**config.mk**
```make
export PLATFORM = sky130hd
export DESIGN_NAME = framed_uart_byte_serializer
export DESIGN_NICKNAME = d
export VERILOG_FILES = /design/src/sv/fuser_pkg.sv /design/src/sv/fuser_front.sv /design/src/sv/fuser_cmdq.sv /design/src/sv/fuser_back.sv /design/src/sv/framed_uart_byte_serializer.sv
export SDC_FILE = /design/constraint.sdc
export NUM_CORES = 1
export LEC_CHECK = 0
export CORE_UTILIZATION = 45
export DETAILED_ROUTE_END_ITERATION = 8
export DONT_BUFFER_PORTS = 1
export PLACE_DENSITY = 0.71
export SYNTH_ARGS = -nofsm -noshare
export SYNTH_HDL_FRONTEND = slang
export SYNTH_HIERARCHICAL = 1
export SYNTH_SLANG_ARGS = --single-unit
```
**constraint.sdc**
```tcl
create_clock -name clk_i -period 2.6 [get_ports clk_i]
set_input_delay 0.39 -clock clk_i [delete_from_list [all_inputs] [get_ports clk_i]]
set_output_delay 0.39 -clock clk_i [all_outputs]
set_load 0.02 [all_outputs]
```
**src/sv/fuser_pkg.sv**
```systemverilog
// Shared types and constants of the framed UART byte serializer.
// Used by fuser_front, fuser_cmdq, fuser_back and framed_uart_byte_serializer.
package fuser_pkg;

  localparam int unsigned DataBits     = 8;
  localparam int unsigned PosWidth     = 4;
  localparam int unsigned GapWidth     = 3;
  localparam int unsigned GapMax       = 4;
  localparam int unsigned SlotWidth    = 4;
  localparam int unsigned CfgAddrWidth = 2;
  localparam int unsigned CfgDataWidth = 8;
  localparam int unsigned NumAnglesDef = 5;
  localparam int unsigned CmdDepthDef  = 2;

  localparam logic [DataBits-1:0] ResetStartMarker = 8'd181;
  localparam logic [DataBits-1:0] ResetEndMarker   = 8'd255;
  localparam logic [GapWidth-1:0] ResetGapSlots    = 3'd2;

  typedef enum logic [CfgAddrWidth-1:0] {
    REG_START_MARKER = 2'd0,
    REG_END_MARKER   = 2'd1,
    REG_GAP_SLOTS    = 2'd2
  } reg_idx_e;

  typedef struct packed {
    logic [DataBits-1:0] angle;
    logic                send_start;
    logic                send_end;
  } cmd_t;

endpackage

```
**src/sv/fuser_front.sv**
```systemverilog
// Front end: tracks the position in the frame and classifies each angle.
// Depends on fuser_pkg for cmd_t and widths.
module fuser_front #(
  parameter int unsigned NumAngles = fuser_pkg::NumAnglesDef
) (
  input  logic                              clk_i,
  input  logic                              rst_ni,
  input  logic                              accept_i,
  input  logic [fuser_pkg::DataBits-1:0]    angle_i,
  output fuser_pkg::cmd_t                   cmd_o
);

  localparam int unsigned CmpWidth = fuser_pkg::PosWidth + 1;

  logic [fuser_pkg::PosWidth-1:0] pos_q, pos_d;
  logic [CmpWidth-1:0]            pos_next;
  logic                           is_last;

  assign pos_next = {1'b0, pos_q} + CmpWidth'(1);
  assign is_last  = pos_next >= CmpWidth'(NumAngles);

  always_comb begin
    pos_d = pos_q;
    if (accept_i) begin
      pos_d = is_last ? '0 : pos_next[fuser_pkg::PosWidth-1:0];
    end
  end

  always_ff @(posedge clk_i or negedge rst_ni) begin
    if (!rst_ni) begin
      pos_q <= '0;
    end else begin
      pos_q <= pos_d;
    end
  end

  assign cmd_o.angle      = angle_i;
  assign cmd_o.send_start = (pos_q == '0);
  assign cmd_o.send_end   = is_last;

endmodule

```
**src/sv/fuser_cmdq.sv**
```systemverilog
// Short command queue between the front end and the serializer.
// Depends on fuser_pkg for cmd_t.
module fuser_cmdq #(
  parameter int unsigned Depth = fuser_pkg::CmdDepthDef
) (
  input  logic            clk_i,
  input  logic            rst_ni,
  input  logic            push_i,
  input  fuser_pkg::cmd_t data_i,
  output logic            full_o,
  input  logic            pop_i,
  output logic            valid_o,
  output fuser_pkg::cmd_t data_o
);

  localparam int unsigned PtrW = (Depth > 1) ? $clog2(Depth) : 1;
  localparam int unsigned CntW = $clog2(Depth + 1);

  fuser_pkg::cmd_t mem_q [Depth];
  logic [PtrW-1:0] wr_ptr_q, wr_ptr_d, rd_ptr_q, rd_ptr_d;
  logic [CntW-1:0] count_q, count_d;
  logic            do_push, do_pop;

  assign full_o  = (count_q == CntW'(Depth));
  assign valid_o = (count_q != '0);
  assign data_o  = mem_q[rd_ptr_q];
  assign do_push = push_i && !full_o;
  assign do_pop  = pop_i && valid_o;

  always_comb begin
    wr_ptr_d = wr_ptr_q;
    rd_ptr_d = rd_ptr_q;
    count_d  = count_q;
    if (do_push) begin
      wr_ptr_d = (wr_ptr_q == PtrW'(Depth - 1)) ? '0 : wr_ptr_q + PtrW'(1);
    end
    if (do_pop) begin
      rd_ptr_d = (rd_ptr_q == PtrW'(Depth - 1)) ? '0 : rd_ptr_q + PtrW'(1);
    end
    if (do_push && !do_pop) begin
      count_d = count_q + CntW'(1);
    end else if (do_pop && !do_push) begin
      count_d = count_q - CntW'(1);
    end
  end

  always_ff @(posedge clk_i or negedge rst_ni) begin
    if (!rst_ni) begin
      wr_ptr_q <= '0;
      rd_ptr_q <= '0;
      count_q  <= '0;
    end else begin
      wr_ptr_q <= wr_ptr_d;
      rd_ptr_q <= rd_ptr_d;
      count_q  <= count_d;
    end
  end

  always_ff @(posedge clk_i) begin
    if (do_push) begin
      mem_q[wr_ptr_q] <= data_i;
    end
  end

endmodule

```
**src/sv/fuser_back.sv**
```systemverilog
// Back end: holds the configuration and turns each command into bit slots.
// Depends on fuser_pkg for cmd_t, register indexes and widths.
module fuser_back (
  input  logic                                 clk_i,
  input  logic                                 rst_ni,
  input  logic                                 cfg_we_i,
  input  logic [fuser_pkg::CfgAddrWidth-1:0]   cfg_addr_i,
  input  logic [fuser_pkg::CfgDataWidth-1:0]   cfg_wdata_i,
  input  logic                                 cmd_valid_i,
  input  fuser_pkg::cmd_t                      cmd_i,
  output logic                                 cmd_pop_o,
  input  logic                                 pop_i,
  output logic                                 empty_o,
  output logic                                 line_level_o,
  output logic                                 last_slot_o
);

  typedef enum logic [1:0] {
    CH_START,
    CH_ANGLE,
    CH_END
  } ch_e;

  localparam int unsigned SW = fuser_pkg::SlotWidth;

  logic [fuser_pkg::DataBits-1:0] start_marker_q, end_marker_q;
  logic [fuser_pkg::GapWidth-1:0] gap_slots_q;

  ch_e                            ch_q, eff_ch;
  logic [SW-1:0]                  slot_q;
  logic                           out_valid_q, out_level_q, out_last_q;

  logic [fuser_pkg::GapWidth-1:0] gap_eff;
  logic [SW-1:0]                  char_end;
  logic [fuser_pkg::DataBits-1:0] cur_byte;
  logic [2:0]                     bit_idx;
  logic                           advance, char_done, slot_level, slot_last;

  assign gap_eff  = (gap_slots_q > fuser_pkg::GapWidth'(fuser_pkg::GapMax)) ?
                    fuser_pkg::GapWidth'(fuser_pkg::GapMax) : gap_slots_q;
  assign char_end = SW'(fuser_pkg::DataBits + 1) + SW'(gap_eff);
  assign eff_ch   = (ch_q == CH_START && !cmd_i.send_start) ? CH_ANGLE : ch_q;
  assign advance  = cmd_valid_i && (!out_valid_q || pop_i);
  assign char_done = (slot_q == char_end);
  assign bit_idx  = 3'(slot_q - SW'(1));

  always_comb begin
    unique case (eff_ch)
      CH_START: cur_byte = start_marker_q;
      CH_ANGLE: cur_byte = cmd_i.angle;
      CH_END:   cur_byte = end_marker_q;
      default:  cur_byte = cmd_i.angle;
    endcase
  end

  always_comb begin
    priority if (slot_q == '0) begin
      slot_level = 1'b0;
    end else if (slot_q <= SW'(fuser_pkg::DataBits)) begin
      slot_level = cur_byte[bit_idx];
    end else begin
      slot_level = 1'b1;
    end
  end

  assign slot_last = char_done &&
                     (eff_ch == CH_END || (eff_ch == CH_ANGLE && !cmd_i.send_end));
  assign cmd_pop_o = advance && slot_last;

  always_ff @(posedge clk_i or negedge rst_ni) begin
    if (!rst_ni) begin
      start_marker_q <= fuser_pkg::ResetStartMarker;
      end_marker_q   <= fuser_pkg::ResetEndMarker;
      gap_slots_q    <= fuser_pkg::ResetGapSlots;
    end else if (cfg_we_i) begin
      unique case (cfg_addr_i)
        fuser_pkg::REG_START_MARKER: start_marker_q <= cfg_wdata_i;
        fuser_pkg::REG_END_MARKER:   end_marker_q   <= cfg_wdata_i;
        fuser_pkg::REG_GAP_SLOTS:    gap_slots_q    <= cfg_wdata_i[fuser_pkg::GapWidth-1:0];
        default: ;
      endcase
    end
  end

  always_ff @(posedge clk_i or negedge rst_ni) begin
    if (!rst_ni) begin
      ch_q        <= CH_START;
      slot_q      <= '0;
      out_valid_q <= 1'b0;
      out_level_q <= 1'b1;
      out_last_q  <= 1'b0;
    end else begin
      if (advance) begin
        out_valid_q <= 1'b1;
        out_level_q <= slot_level;
        out_last_q  <= slot_last;
        if (!char_done) begin
          slot_q <= slot_q + SW'(1);
        end else begin
          slot_q <= '0;
          unique case (eff_ch)
            CH_START: ch_q <= CH_ANGLE;
            CH_ANGLE: ch_q <= cmd_i.send_end ? CH_END : CH_START;
            CH_END:   ch_q <= CH_START;
            default:  ch_q <= CH_START;
          endcase
        end
      end else if (pop_i) begin
        out_valid_q <= 1'b0;
      end
    end
  end

  assign empty_o      = !out_valid_q;
  assign line_level_o = out_level_q;
  assign last_slot_o  = out_last_q;

`ifndef ASSERT_OFF
  a_slot_range: assert property (@(posedge clk_i) disable iff (!rst_ni)
    slot_q <= SW'(fuser_pkg::DataBits + 1 + fuser_pkg::GapMax))
    else $error("slot counter out of range");

  a_pop_marks_last: assert property (@(posedge clk_i) disable iff (!rst_ni)
    cmd_pop_o |=> (out_valid_q && out_last_q))
    else $error("command retired without a last slot");

  a_last_is_mark: assert property (@(posedge clk_i) disable iff (!rst_ni)
    (out_valid_q && out_last_q) |-> out_level_q)
    else $error("last slot not at mark level");

  a_start_bit_low: assert property (@(posedge clk_i) disable iff (!rst_ni)
    (advance && slot_q == '0) |=> !out_level_q)
    else $error("start bit not low");
`endif

endmodule

```
**src/sv/framed_uart_byte_serializer.sv**
```systemverilog
// Framed UART byte serializer: each accepted angle becomes the bit slots of
// an 8N1 character, one slot per result, with the start marker before the
// first angle of a frame and the end marker after the last one. A character
// is 10 slots plus gap_slots idle-high slots (clamped to 4), so an item gives
// 10 to 42 results; the serializer issues one slot per cycle from its output
// register while pop is held and a command is queued. A two-entry
// command queue lets new angles be accepted while earlier ones are serialized.
// Depends on fuser_pkg, fuser_front, fuser_cmdq and fuser_back.
module framed_uart_byte_serializer #(
  parameter int unsigned NumAngles = fuser_pkg::NumAnglesDef,
  parameter int unsigned CmdDepth  = fuser_pkg::CmdDepthDef
) (
  input  logic                               clk_i,
  input  logic                               rst_ni,
  input  logic                               cfg_we_i,
  input  logic [fuser_pkg::CfgAddrWidth-1:0] cfg_addr_i,
  input  logic [fuser_pkg::CfgDataWidth-1:0] cfg_wdata_i,
  input  logic                               push,
  output logic                               full,
  input  logic [fuser_pkg::DataBits-1:0]     angle_i,
  output logic                               empty,
  input  logic                               pop,
  output logic                               line_level_o,
  output logic                               last_slot_o
);

  fuser_pkg::cmd_t front_cmd, head_cmd;
  logic            accept, head_valid, head_pop;

  assign accept = push && !full;

  fuser_front #(
    .NumAngles (NumAngles)
  ) u_front (
    .clk_i    (clk_i),
    .rst_ni   (rst_ni),
    .accept_i (accept),
    .angle_i  (angle_i),
    .cmd_o    (front_cmd)
  );

  fuser_cmdq #(
    .Depth (CmdDepth)
  ) u_cmdq (
    .clk_i   (clk_i),
    .rst_ni  (rst_ni),
    .push_i  (accept),
    .data_i  (front_cmd),
    .full_o  (full),
    .pop_i   (head_pop),
    .valid_o (head_valid),
    .data_o  (head_cmd)
  );

  fuser_back u_back (
    .clk_i        (clk_i),
    .rst_ni       (rst_ni),
    .cfg_we_i     (cfg_we_i),
    .cfg_addr_i   (cfg_addr_i),
    .cfg_wdata_i  (cfg_wdata_i),
    .cmd_valid_i  (head_valid),
    .cmd_i        (head_cmd),
    .cmd_pop_o    (head_pop),
    .pop_i        (pop),
    .empty_o      (empty),
    .line_level_o (line_level_o),
    .last_slot_o  (last_slot_o)
  );

endmodule

```
# --- Word level (Yosys, flattened, before mapping) ---
# Memories as Yosys holds them, arrays and structs flattened.
# Index checks and enable logic that the tools add are counted.
totals:
  regBits: 36
  latchBits: 0
  ram_bits: 20
  mem_bits_ro: 0
  out_inout_bits: 4
  elab_cells: 80
  memories: 1
op_classes:
  add_sub_neg: 8
  mul: 0
  n_div: 0
  n_lt_le_gt_ge: 4
  n_eq_ne: 6
  n_shift: 0
  n_mux: 19
  bitwise: 0
  reduce_logical: 30
memory_table:
  columns: ["name", "depth", "width", "read_ports", "rd_ports_with_merged_regs", "wr", "line", "rtl"]
  rows:
  - ["u_cmdq.mem_q", 2, 10, 1, 0, 1, "fuser_cmdq.sv:19", "fuser_pkg::cmd_t mem_q [Depth];"]
op_table:
  columns: ["op", "count"]
  rows:
  - ["one-hot mux 8 bit (2 select lines)", 1]
  - ["logical AND 1 bit", 10]
  - ["two-way mux 1 bit", 9]
  - ["zero test 4 bit", 2]
  - ["two-way mux 2 bit", 4]
  - ["two-way mux 4 bit", 2]
  - ["AND reduction 2 bit", 4]
  - ["equality test 2 bit, second input constant", 3]
  - ["zero test 1 bit", 6]
  - ["zero test 2 bit", 3]
  - ["nonzero test 2 bit", 3]
  - ["adder 4 x 1 -> 5 bit, second input constant", 1]
  - [">= comparator 5 x 3 -> 1 bit, second input constant", 1]
  - ["adder 4 x 1 -> 4 bit, second input constant", 1]
  - ["adder 4 x 3 -> 4 bit, first input constant", 1]
  - ["equality test 2 x 1 -> 1 bit, second input constant", 2]
  - ["equality test 4 bit", 1]
  - ["less-or-equal comparator 4 bit, second input constant", 1]
  - ["less-than comparator 3 x 4 -> 1 bit, second input constant", 1]
  - ["one-hot mux 2 bit (2 select lines)", 1]
  - ["binary-select mux 1 bit (select 3 bit)", 1]
  - ["greater-than comparator 3 bit, second input constant", 1]
  - ["two-way mux 3 bit", 1]
  - ["subtractor 3 x 1 -> 3 bit, second input constant", 1]
  - ["4 further kinds", 6]

# --- Depth between registers and ports, before layout ---
# An unclocked memory read counts as a cell.
depth:
  word_depth: 13
  ltp_mapped: 11

# --- Cells and area by module ---
# The synthesis kept the hierarchy.
modules_own_cells:
  columns: ["module", "n_inst", "cells_each", "area_per_inst_um2"]
  rows:
  - ["fuser_back", 1, 150, 1590.3]
  - ["fuser_cmdq", 1, 50, 968.4]
  - ["fuser_front", 1, 39, 345.3]
  - ["framed_uart_byte_serializer", 1, 1, 13.8]

# --- Least setup slack after synthesis ---
# OpenSTA, ideal clock, no wires.
synth_timing:
  kind: "reg-to-reg"
  start: "register u_back/gap_slots_q[1] (netlist bit)"
  end: "register u_cmdq.count_q[1]"
  setup_ps: 79
  arrival_ps: 2275
  setup_slack_ps: 246
  stages_incl_launch_ff: 11
  n_path_buf: 0
  cell_sequence: "dfstp_2 nor2b_1 ha_1 xnor2_1 xnor2_1 nand4_1 nor3_1 nand2_4 ha_1 nor2_1 xor2_1"
synth_via:
  elab_chain_cells: 10
  elab_cells_between_ends: 12
  cone_classes: "add/sub: 1; order compare: 1; eq/ne: 1; mux: 2; reduce/logical: 7"
synth_lines:
  columns: ["item", "line", "rtl"]
  rows:
  - ["start: declaration", "fuser_back.sv:27", "logic [fuser_pkg::GapWidth-1:0] gap_slots_q;"]
  - ["start signal: assignment", "fuser_back.sv:74", "gap_slots_q <= fuser_pkg::ResetGapSlots;"]
  - ["start signal: assignment", "fuser_back.sv:79", "fuser_pkg::REG_GAP_SLOTS: gap_slots_q <= cfg_wdata_i[fuser_pkg::GapWidth-1:0];"]
  - ["greater-than comparator 3 bit", "fuser_back.sv:39", "assign gap_eff = (gap_slots_q > fuser_pkg::GapWidth'(fuser_pkg::GapMax)) ?"]
  - ["two-way mux 3 bit (*)", "fuser_back.sv:39", null]
  - ["adder 4 x 3 -> 4 bit (*)", "fuser_back.sv:41", "assign char_end = SW'(fuser_pkg::DataBits + 1) + SW'(gap_eff);"]
  - ["equality test 4 bit (*)", "fuser_back.sv:44", "assign char_done = (slot_q == char_end);"]
  - ["logical AND 1 bit (*)", "fuser_back.sv:66", "assign slot_last = char_done &&"]
  - ["logical AND 1 bit (*)", "fuser_back.sv:68", "assign cmd_pop_o = advance && slot_last;"]
  - ["named net head_pop", "framed_uart_byte_serializer.sv:28", "logic accept, head_valid, head_pop;"]
  - ["logical AND 1 bit (*)", "fuser_cmdq.sv:28", "assign do_pop = pop_i && valid_o;"]
  - ["zero test 1 bit", "fuser_cmdq.sv:40", "if (do_push && !do_pop) begin"]
  - ["logical AND 1 bit", "fuser_cmdq.sv:40", null]
  - ["two-way mux 2 bit or nonzero test 2 bit (tied branches)", null, null]
  - ["end signal: assignment", "fuser_cmdq.sv:55", "count_q <= count_d;"]
  - ["end: declaration", "fuser_cmdq.sv:21", "logic [CntW-1:0] count_q, count_d;"]
# The timed path passes the listed nets; every way through them passes the cells marked *.
# A chain may end at the register's enable or synchronous reset.

# --- Final worst setup path ---
# Ends and elaborated chain as after synthesis.

==> flow_metrics.py <==
metrics = {
    "sta": {
        "max_slew_margin_pct": 67.7,
        "finalSetupViolations": 0,
        "layout_setup_ws_ps": 240,
        "skew_ps": 6.44,
        "fmax_mhz": 424,
        "grt_setup_unrepaired": "false",
        "slew_viol_final": 0,
        "fin_crit_ps": 2360,
        "finalSetupTns_ps": 0,
        "fin_hold_ws_ps": 164,
        "min_period_over_period_pct": 90.8,
        "tightest_slew_ps": 484,
        "hold_viol_final": 0,
    },
    "worst_setup_path": {
        "path_cells": "nor2b_1, ha_1, xnor2_1, xnor2_1, nand4_1, nor3_2, nand2_4, ha_1, nor2_1, xor2_1",
        "reg2regPathDepth": 10,
        "critPathSlowestCell": "dfstp_2",
        "r2r_start": "u_back/gap_slots_q[1]$_DFFE_PN1P_",
        "cp_slowest_stage_delay_ps": 540,
        "cp_max_fo": 2,
        "setup.worst_path.end": "u_cmdq/count_q[1]$_DFFE_PN0P_",
        "worst-endpoint-arrival_ps": 2600,
        "r2r_setup_slack_ps": 240,
        "start_kind": "flop",
        "critPathLaunch": "u_back/gap_slots_q[1]$_DFFE_PN1P_",
        "critical_path_cell_count": 10,
        "required_ps": 2840,
        "path_buf_inv": 0,
        "critical_path_class": "flop to flop",
        "path_delay_family": "simple AND/OR/NAND/NOR gates",
        "endpoint_kind": "flop",
        "r2r_end": "u_cmdq/count_q[1]$_DFFE_PN0P_",
    },
    "synth": {
        "yosysSeqAreaShare_pct": 52.1,
        "netlist_instances": 240,
        "synthArstFlopShare_pct": 64.3,
        "yosys_warnings": 6,
        "synth.net_count": 270,
        "syn_area_per_cell_um2": 12.2,
        "synthDistinctLibCells": 55,
        "ys_seq_elements": 56,
        "synth_ff_type": "dfrtp_1",
        "netlist_area_um2": 2920,
        "synth_edf_count": 20,
    },
    "pwr": {
        "p_per_area_nw_per_um2": 1110,
        "total_leakage_power_nw": 1.25,
        "vdd_drop_max_mv": 0.507,
    },
    "cts": {
        "postCtsSetupBuffers": 0,
        "clockBufferDepth": 2,
        "cts_htree_levels": 2,
        "cts_made_buffers": 5,
        "path_clk_slew_ps": 100,
        "cts_tree": "done",
        "cts-root-buf": "clkbuf_8",
        "clk_latency_ps": 310,
        "cts_sinks": 56,
    },
    "route": {
        "top_layer": "met4",
        "vias_per_cell": 5.57,
        "wl_met2_mm": 2.43,
        "via_count": 1766,
        "wl_met1_mm": 2.28,
        "dr.first_iter.drc_count": 124,
        "wl_per_cell_um": 15.8,
        "wl_met3_um": 245,
        "firstDrtPassIters": 4,
        "final_antenna_net_count": 0,
        "routed_wl_mm": 5.00,
        "drcViolationCount": 0,
    },
    "place": {
        "routabilityCongestion": 0.793,
        "dp_hpwl_mm": 3.67,
        "dp_slack_ps": 119,
        "io_buffers": 0,
    },
    "die": {
        "initial_utilization_pct": 47.9,
        "dieWidth_um": 82.5,
        "boundaryPins": 27,
        "rows": 28,
        "core_um2": 6100,
        "dieArea_um2": 6810,
        "die_h_um": 82.5,
    },
    "worst_hold_path": {
        "hold_class": "input pin to flop",
    },
    "run": {
        "cap_violations": 0,
    },
    "grt": {
        "antenna_found_initial": 0,
        "grt_pass1_wl_mm": 8.38,
        "grtUsageTotal_pct": 16.6,
        "grt-ovfl-total": 0,
        "grt_pass1_vias": 1800,
        "grt_max_degree": 37,
    },
    "final_layout": {
        "seq_area_um2": 1520,
        "antenna_cells": 0,
        "areaGrowthSynthToFinish_pct": 5.70,
        "layout_commonest_cell": "dfrtp_1",
        "multi_input_area_um2": 1230,
        "drive_above_1_share_pct": 28.9,
        "fill_cells": 562,
        "layout.nets": 271,
        "layout_common_cells": "dfrtp_1, mux2_2, edfxtp_1",
    },
    "status": {
        "outcome": "completed",
    },
}
==> worst min path at each step <==
stage               start                           end  slack (ps)  depth (start not counted)
2_1_floorplan      rst_ni    u_back/ch_q[0]$_DFFE_PN0P_          90                          0
3_3_place_gp       rst_ni  u_back/slot_q[0]$_DFFE_PN0P_         100                          0
3_5_place_dp       rst_ni  u_back/slot_q[0]$_DFFE_PN0P_         100                          0
4_1_cts        angle_i[5]  u_cmdq/mem_q[1][7]$_DFFE_PP_         150                          0
5_1_grt        angle_i[1]  u_cmdq/mem_q[1][3]$_DFFE_PP_         150                          0
6_report       angle_i[0]  u_cmdq/mem_q[0][2]$_DFFE_PP_         160                          0
==> power by group <==
part | leakage, nW | total (W) | internal (W) | switching (W)
combinational | 0.608 | 0.00150 | 0.000712 | 0.000788
clock | 0.0463 | 0.000494 | 0.000198 | 0.000295
sequential | 0.599 | 0.00144 | 0.00122 | 0.000218
==> through the flow <==
step                      power, W  cells  util, %  instance area (um2)
final                      0.00344    317     50.6                 3080
after global routing       0.00369    317     50.6                 3080
after CTS                  0.00345    317     50.5                 3080
after detailed placement   0.00293    307     48.4                 2950
after global placement     0.00289    307     48.4                 2950
after floorplan            0.00264    240        -                 2920
==> repair_timing <==
| action | CTS | global route |
|---|---|---|
| resized for setup | 0 | 1 |
| hold buffers | 2 | 0 |
| setup endpoints to repair | 0 | 1 |
| hold endpoints to repair | 36 | 0 |
==> per-layer routing <==
layer / track usage [%] / vias up
met3: 4.40 / 7
li1: - / 854
met5: 0 / -
met2: 27.8 / 38
met1: 21.1 / 867
met4: 4.66 / 0
==> state kept, by name, summed over array words and instances, names as in the netlist <==
signal / cells
u_back/last_slot_o: 1
u_cmdq/wr_ptr_q: 1
u_cmdq/mem_q: 20
u_cmdq/count_q: 2
u_cmdq/rd_ptr_q: 1
u_back/ch_q: 2
u_back/out_valid_q: 1
u_back/end_marker_q: 8
u_back/line_level_o: 1
u_back/slot_q: 4
u_back/start_marker_q: 8
u_back/gap_slots_q: 3
u_front/pos_q: 4
==> Yosys cell counts, types with 2 or more instances <==
library cell | count | area [um2]
buf_4 | 12 | 90.1
o31ai_1 | 2 | 15.0
inv_1 | 15 | 56.3
a32oi_1 | 2 | 17.5
ha_1 | 7 | 87.6
dfrtp_1 | 21 | 526
and3_1 | 3 | 18.8
nand3_1 | 5 | 25.0
edfxtp_1 | 20 | 601
o22ai_1 | 3 | 18.8
nor2_1 | 10 | 37.5
nor3_1 | 2 | 10.0
a21oi_1 | 9 | 45.0
xor2_1 | 2 | 17.5
nand2b_1 | 5 | 31.3
buf_2 | 2 | 10.0
xnor2_1 | 9 | 78.8
nor2b_1 | 5 | 31.3
nand3b_1 | 3 | 22.5
o21ai_0 | 6 | 30.0
nand2_1 | 15 | 56.3
a31oi_1 | 2 | 12.5
mux2_4 | 9 | 135
nor3b_2 | 2 | 25.0
nor3b_1 | 2 | 15.0
dfstp_2 | 15 | 394
mux2_2 | 20 | 225
a221oi_1 | 4 | 35.0
a211oi_1 | 2 | 15.0
==> final cells by class <==
cell class / count / share of cell area, %
multi-input cells: 154 / 40.0
well taps: 75 / 3.04
clock inverters: 3 / 0.892
inverters: 15 / 1.83
repair buffers: 9 / 2.68
flip-flops and latches: 56 / 49.3
clock buffers: 5 / 2.23
==> cells by family (layout without fill, tap and decap cells) <==
group           after synthesis  count (layout)  synth area share (%)
compound gates               43              43                  10.4
xor+xnor                     12              12                  3.86
mux                          29              29                  12.4
fa+ha+maj                     7               7                  3.00
simple gates                 63              63                  12.5
buf+inv                      30              32                  5.75
flops                        56              56                  52.1
(Power assumes the default switching activity.)
